File: src/design/track_point_interpolator_assert.svh
// ----------------------------------------------------------------------------
// Track point interpolator assertion macros
// Shared property forms, clocked on clk and disabled during reset.
// ----------------------------------------------------------------------------
`ifndef TRACK_POINT_INTERPOLATOR_ASSERT_SVH
`define TRACK_POINT_INTERPOLATOR_ASSERT_SVH

// Same-cycle implication.
`define TPI_ASSERT_IMP(lbl, ante, cons, msg) \
	lbl: assert property (@(posedge clk) disable iff (!arst_n) (ante) |-> (cons)) \
		else $error(msg);

// Next-cycle implication.
`define TPI_ASSERT_NXT(lbl, ante, cons, msg) \
	lbl: assert property (@(posedge clk) disable iff (!arst_n) (ante) |=> (cons)) \
		else $error(msg);

`endif

File: src/design/tpi_pkg.sv
// ----------------------------------------------------------------------------
// Track point interpolator package
// Widths, table entry layout, codes and controller/datapath structs.
// ----------------------------------------------------------------------------
package tpi_pkg;

	localparam int MAX_POINTS = 256;
	localparam int AW         = $clog2(MAX_POINTS);
	localparam int CW         = AW + 1;
	localparam int TS_W       = 48;
	localparam int LAT_W      = 31;
	localparam int LON_W      = 32;
	localparam int CRD_W      = 32;
	localparam int MAG_W      = 34;
	localparam int REM_W      = TS_W + 2;
	localparam int BIT_W      = $clog2(MAG_W);

	// One stored track point.
	typedef struct packed {
		logic [TS_W-1:0]         ts;
		logic signed [CRD_W-1:0] lat;
		logic signed [CRD_W-1:0] lon;
		logic                    act;
	} entry_t;

	typedef enum logic [1:0] {
		ST_STORED = 2'd0,
		ST_FULL   = 2'd1,
		ST_POS    = 2'd2,
		ST_NOPOS  = 2'd3
	} status_t;

	typedef enum logic [4:0] {
		S_IDLE,
		S_SRCH,
		S_SRCH_CMP,
		S_RD_P,
		S_CAP_P,
		S_DECIDE,
		S_SHIFT_RD,
		S_SHIFT_WR,
		S_WRITE,
		S_RD_A,
		S_CAP_A,
		S_CHK_A,
		S_DIV_ADD,
		S_DIV_SUB1,
		S_DIV_SUB2,
		S_DIV_FIN,
		S_DONE
	} state_t;

	// Commands from the controller to the datapath.
	typedef struct packed {
		logic    load;
		logic    srch_rd;
		logic    srch_upd;
		logic    rd_p;
		logic    cap_p;
		logic    rd_a;
		logic    cap_a;
		logic    shift_init;
		logic    shift_rd;
		logic    shift_wr;
		logic    write_item;
		logic    res_en;
		status_t res_code;
		logic    give_p;
		logic    div_init_lat;
		logic    div_init_lon;
		logic    div_add;
		logic    div_sub;
		logic    div_next;
		logic    fin_lat;
		logic    fin_lon;
		logic    out_load;
	} cmd_t;

	// Status from the datapath to the controller.
	typedef struct packed {
		logic is_query;
		logic lo_lt_hi;
		logic p_lt_count;
		logic match;
		logic full;
		logic p_gt0;
		logic shift_more;
		logic act_p;
		logic act_a;
		logic bit_zero;
		logic out_free;
	} sts_t;

endpackage

File: src/design/tpi_ctrl.sv
// ----------------------------------------------------------------------------
// Track point interpolator controller
// Sequences search, insertion shift, lookup and the serial divider.
// ----------------------------------------------------------------------------
module tpi_ctrl
	import tpi_pkg::*;
(
	input  logic clk,
	input  logic arst_n,
	input  logic in_valid,
	output logic in_ready,
	input  sts_t sts,
	output cmd_t cmd
);

	state_t state_q, state_d;
	logic   coord_q, coord_d;

	// State register; coord_q marks the longitude pass of the divider.
	always_ff @(posedge clk or negedge arst_n) begin
		if (!arst_n) begin
			state_q <= S_IDLE;
			coord_q <= 1'b0;
		end else begin
			state_q <= state_d;
			coord_q <= coord_d;
		end
	end

	// Next state.
	always_comb begin
		state_d = state_q;
		coord_d = coord_q;
		unique case (state_q)
			S_IDLE: begin
				if (in_valid) state_d = S_SRCH;
			end
			S_SRCH:     state_d = sts.lo_lt_hi ? S_SRCH_CMP : S_RD_P;
			S_SRCH_CMP: state_d = S_SRCH;
			S_RD_P:     state_d = S_CAP_P;
			S_CAP_P:    state_d = S_DECIDE;
			S_DECIDE: begin
				if (!sts.is_query) begin
					if (sts.match) state_d = S_WRITE;
					else if (sts.full) state_d = S_DONE;
					else state_d = S_SHIFT_RD;
				end else if (sts.match) begin
					state_d = S_DONE;
				end else if (sts.p_gt0 && sts.p_lt_count) begin
					state_d = S_RD_A;
				end else begin
					state_d = S_DONE;
				end
			end
			S_SHIFT_RD: state_d = sts.shift_more ? S_SHIFT_WR : S_WRITE;
			S_SHIFT_WR: state_d = S_SHIFT_RD;
			S_WRITE:    state_d = S_DONE;
			S_RD_A:     state_d = S_CAP_A;
			S_CAP_A:    state_d = S_CHK_A;
			S_CHK_A: begin
				coord_d = 1'b0;
				state_d = (sts.act_p && sts.act_a) ? S_DIV_ADD : S_DONE;
			end
			S_DIV_ADD:  state_d = S_DIV_SUB1;
			S_DIV_SUB1: state_d = S_DIV_SUB2;
			S_DIV_SUB2: state_d = sts.bit_zero ? S_DIV_FIN : S_DIV_ADD;
			S_DIV_FIN: begin
				if (!coord_q) begin
					coord_d = 1'b1;
					state_d = S_DIV_ADD;
				end else begin
					state_d = S_DONE;
				end
			end
			S_DONE: begin
				if (sts.out_free) state_d = S_IDLE;
			end
			default: state_d = S_IDLE;
		endcase
	end

	assign in_ready = (state_q == S_IDLE);

	// Command outputs.
	always_comb begin
		cmd = '0;
		cmd.res_code = ST_STORED;
		unique case (state_q)
			S_IDLE:     cmd.load = in_valid;
			S_SRCH:     cmd.srch_rd = sts.lo_lt_hi;
			S_SRCH_CMP: cmd.srch_upd = 1'b1;
			S_RD_P:     cmd.rd_p = 1'b1;
			S_CAP_P:    cmd.cap_p = 1'b1;
			S_DECIDE: begin
				if (!sts.is_query) begin
					if (!sts.match && sts.full) begin
						cmd.res_en   = 1'b1;
						cmd.res_code = ST_FULL;
					end else if (!sts.match) begin
						cmd.shift_init = 1'b1;
					end
				end else if (sts.match) begin
					cmd.res_en   = 1'b1;
					cmd.res_code = sts.act_p ? ST_POS : ST_NOPOS;
					cmd.give_p   = sts.act_p;
				end else if (!(sts.p_gt0 && sts.p_lt_count)) begin
					cmd.res_en   = 1'b1;
					cmd.res_code = ST_NOPOS;
				end
			end
			S_SHIFT_RD: cmd.shift_rd = sts.shift_more;
			S_SHIFT_WR: cmd.shift_wr = 1'b1;
			S_WRITE: begin
				cmd.write_item = 1'b1;
				cmd.res_en     = 1'b1;
				cmd.res_code   = ST_STORED;
			end
			S_RD_A:  cmd.rd_a = 1'b1;
			S_CAP_A: cmd.cap_a = 1'b1;
			S_CHK_A: begin
				if (sts.act_p && sts.act_a) begin
					cmd.div_init_lat = 1'b1;
				end else begin
					cmd.res_en   = 1'b1;
					cmd.res_code = ST_NOPOS;
				end
			end
			S_DIV_ADD:  cmd.div_add = 1'b1;
			S_DIV_SUB1: cmd.div_sub = 1'b1;
			S_DIV_SUB2: begin
				cmd.div_sub  = 1'b1;
				cmd.div_next = !sts.bit_zero;
			end
			S_DIV_FIN: begin
				if (!coord_q) begin
					cmd.fin_lat      = 1'b1;
					cmd.div_init_lon = 1'b1;
				end else begin
					cmd.fin_lon  = 1'b1;
					cmd.res_en   = 1'b1;
					cmd.res_code = ST_POS;
				end
			end
			S_DONE:  cmd.out_load = sts.out_free;
			default: cmd = '0;
		endcase
	end

endmodule

File: config.mk
export PLATFORM = sky130hd
export DESIGN_NAME = tpi_ctrl
export DESIGN_NICKNAME = d
export VERILOG_FILES = /design/src/design/track_point_interpolator_assert.svh /design/src/design/tpi_pkg.sv /design/src/design/tpi_ctrl.sv
export SDC_FILE = /design/constraint.sdc
export NUM_CORES = 1
export LEC_CHECK = 0
export BUFFER_PORTS_ARGS = -buffer_cell sky130_fd_sc_hd__buf_2
export CORE_MARGIN = 4
export CORE_UTILIZATION = 30
export DETAILED_ROUTE_END_ITERATION = 10
export PLACE_DENSITY = 0.58
export SYNTH_ARGS = -nofsm -noshare
export SYNTH_HDL_FRONTEND = slang
export SYNTH_SLANG_ARGS = --single-unit
File: constraint.sdc
create_clock -name clk -period 3.2 [get_ports clk]
set_input_delay 0 -clock clk [delete_from_list [all_inputs] [get_ports clk]]
set_output_delay 0 -clock clk [all_outputs]
set_load 0.02 [all_outputs]
Word-level counts from Yosys, hierarchy flattened
Cells that the tools add are included.
{"block": "op_classes", "eq_ne": 18, "n_mux": 49, "reduce_logical": 9}
{"op": "case mux 5 bit (17 select lines)", "n": 1}
{"op": "two-way mux 5 bit", "n": 9}
{"op": "== test 5 x 4 -> 1 bit (second input constant)", "n": 8}
{"op": "two-way mux 1 bit", "n": 28}
{"op": "== test 5 x 3 -> 1 bit (second input constant)", "n": 4}
{"op": "two-way mux 3 bit", "n": 6}
{"op": "case mux 3 bit (4 select lines)", "n": 1}
{"op": "== test 5 x 2 -> 1 bit (second input constant)", "n": 2}
{"op": "== test 5 x 1 -> 1 bit (second input constant)", "n": 1}
{"op": "== test 5 bit (second input constant)", "n": 1}
{"op": "logical NOT 5 bit", "n": 1}
{"op": "two-way mux 2 bit", "n": 2}
{"op": "two-way mux 4 bit", "n": 1}
{"op": "inequality test 2 bit (second input constant)", "n": 2}
{"op": "logical AND 1 bit", "n": 3}
{"op": "logical NOT 1 bit", "n": 2}
{"op": "case mux 1 bit (2 select lines)", "n": 1}
{"op": "AND reduction 2 bit", "n": 1}
{"op": "nonzero test 2 bit", "n": 1}
{"op": "OR reduction 2 bit", "n": 1}
{"block": "totals", "reg_bits": 6, "output_inout_bits": 24, "wordCells": 78}

Longest topological paths before layout
{"block": "logic_depth", "depth_word": 5, "depth_mapped": 5, "depth_no_buf": 4}

Least setup slack after synthesis
No wires, ideal clock.
{"block": "synth_timing", "kind": "reg-to-reg", "startpoint": "register state_q[4]", "endpoint": "register state_q[4]", "arrival_ns": 1.604, "required_ns": 3.122, "path_slack_ns": 1.518, "stages_incl_launch_ff": 6, "path_cell_list": "dfrtp_1 -> buf_6 -> or3_1 -> nor2_1 -> nand3b_1 -> o21bai_1"}
{"block": "synth_via", "elab_chain_len": 3, "elab_cells_between_ends": 21, "classes_between": "eq/ne: 18; mux: 1; reduce/logical: 2"}
{"item": "start: declaration", "line": "tpi_ctrl.sv:16", "source": "state_t state_q, state_d;"}
{"item": "start signal: assignment", "line": "tpi_ctrl.sv:25", "source": "state_q <= state_d;"}
{"item": "parallel branches: the longest is 3 deep, another holds case mux 5 bit (17 select lines)"}
Several ways; the timed one is not identified.
A chain may end at the register's enable or synchronous reset.

==> out/metrics.yaml <==
synth:
  synthFlopType: "dfrtp_1"
  synth-edff-count: 0
  synth.area.top_cells: "dfrtp_1, nor3_1, nor2_1"
  synth_cell_types: 35
  yosysSeqAreaShare: 0.212
  synthesis.nets: 118
  netlist_instances: 104
  ys_warn_count: 0
  yosysTopAreaCell: "dfrtp_1"
  ys_seq_elements: 6
  syn_area_sq_um: 709
  synth_async_sr_flop_share: 1.00
  synth.avg_cell_area_sq_um: 6.82
  synth_top_area_frac: 0.212
finish:
  area_growth_pct: 29.6
  final_cell_mix: "buf_2, nor2_1, nor3_1, nand2_1"
  fillCellCount: 260
  utilization: 0.412
  drive_gt1_frac: 0.314
  final_common_cell: "buf_2"
  layout.nets: 153
  diodes: 0
detailed_routing:
  viasPerCell: 5.33
  postRouteAntennaNets: 0
  drc: 0
  totalWireLength_um: 2240
  first_iter_violations: 26
  routedWlPerCell_um: 13.6
  drtPass1Iterations: 4
  vias: 879
power_and_ir_drop:
  p_leak_nw: 0.462
  p_per_area_nw_per_um2: 760
  ir_drop_v: 0.000295
  p_total_w: 0.000699
timing:
  worst_slack_ps: 1160
  max_freq_mhz: 490
  final-setup-viol-count: 0
  tns_ps: 0
  worst_pin_slew_ps: 542
  finalCritPeriodShare: 0.638
  slew_violations: 0
  slew-limit-headroom: 0.639
  skew_ps: 1.62
  rsz0062_at_grt: "false"
  fin_crit_ps: 2040
  hold_violations: 0
floorplanning:
  io_pins: 38
  dieHeight_um: 56.6
  core.rowCount: 17
  dieArea_sq_um: 3210
  start_util: 0.318
  core_region_area_sq_um: 2230
  die_w_um: 56.6
critical_path:
  crit_fanout: 19
  slowest_stage: "dfrtp_1"
  setup.worst_path.class: "flop to primary output"
  cpPeakStageDelay_ps: 570
  required_ps: 3200
  worst_r2r_path_depth: 4
  end_kind: "primary output"
  cp-start-kind: "flop"
  r2r-end: "state_q[4]"
  cp-endpoint: "cmd[9]"
  cp.arrival_ps: 2040
  reg2reg_from: "state_q[4]"
  path_cells: "or3b_4 > a2111o_1 > a21oi_1 > o21a_1 > buf_2"
  crit_start: "state_q[4]"
  r2r_setup_slack_ps: 1460
grt:
  grt_max_degree: 20
  grt_pass1_vias: 769
  gr-total-overflow: 0
  grt_usage: 0.145
  grt_pass1_wl_um: 3690
  antenna_found_initial: 0
placed_design:
  post-place-ws_ps: 1420
  io_buffers: 37
  gp_congestion: 0.860
  hpwl_um: 1760
clocking:
  cts_root_buffer: "clkbuf_4"
  clk_latency_ps: 240
  cts_tree: "yes"
  cts-htree-levels: 1
  post_cts_buffers: 0
  clk_pin_slew_worst_paths_ps: 50
  cts_buffers: 3
  clock_sinks: 6
  hold_buffers: 2
  ctsLongestPathBuffers: 2
  cts.repair.resized: 0
hold_path:
  hold_path.class: "input port to flop"
job:
  max-cap-violations: 0
outcome:
  status: "finished clean"
==> where the power goes <==
group	internal (W)	switching (W)	total, W
Sequential	0.000105	0.0000972	0.000202
Combinational	0.000167	0.000259	0.000427
Clock	0.0000424	0.0000275	0.0000699
Total	0.000315	0.000384	0.000699
==> state kept, by name (all words and copies together), names as in the netlist <==
register / count
state_q: 5
coord_q: 1
==> kinds of logic after synthesis <==
group	after synthesis	synth area share
AND/OR/NAND/NOR	58	0.436
XOR/XNOR	1	0.0123
buffers and inverters	15	0.106
AO/OA/AOI/OAI	24	0.235
flip-flops	6	0.212
==> through the flow <==
step | hold slack (ps) | std cells | area [sq um]
3_5_place_dp | -163 | 160 | 877
4_1_cts | 43.0 | 165 | 920
3_3_place_gp | -165 | 160 | 877
2_1_floorplan | -296 | 104 | 709
5_1_grt | 59.3 | 165 | 920
6_report | 48.0 | 165 | 920
==> cells in the mapped netlist, types with 2 or more instances <==
cell type / n
nor2_1: 13
nor3_1: 11
nand2_1: 9
a21oi_1: 6
dfrtp_1: 6
inv_1: 6
nand2b_1: 6
o21ai_0: 6
buf_2: 3
clkbuf_1: 3
nand3_1: 3
nand3b_1: 3
a211oi_1: 2
and3b_1: 2
buf_4: 2
nor2b_1: 2
nor4_1: 2
o21bai_1: 2
==> layer usage <==
layer	part of all wire	vias up	GRT usage
met3	0.10	2	0.0460
met4	0.0036	0	0.0576
li1	-	444	-
met5	0	-	0
met1	0.45	387	0.204
met2	0.44	46	0.201
==> worst min-delay path by stage <==
stage	start	end	slack, ps	cells after the start
2_1_floorplan	arst_n	coord_q	-300	0
3_3_place_gp	arst_n	state_q[1]	-160	1
3_5_place_dp	arst_n	state_q[1]	-160	1
4_1_cts	in_valid	state_q[0]	40	3
5_1_grt	in_valid	state_q[0]	60	3
6_report	in_valid	state_q[0]	50	3
==> area by class of cell <==
type                       instances  area [sq um]  area share
timing repair buffer              39           205       0.223
inverter                           6          22.5      0.0245
tap                               28          35.0      0.0381
clock buffer                       3          22.5      0.0245
sequential                         6           150       0.163
multi-input combinational         83           484       0.527
==> critical path, delay by kind of cell (launching register included) <==
family | cells | cell delay (ps)
AND/OR/NAND/NOR | 1 | 490
buffers and inverters | 1 | 150
flip-flops | 1 | 570
AO/OA/AOI/OAI | 3 | 590
Note: power is estimated with default switching activity, not from simulation.
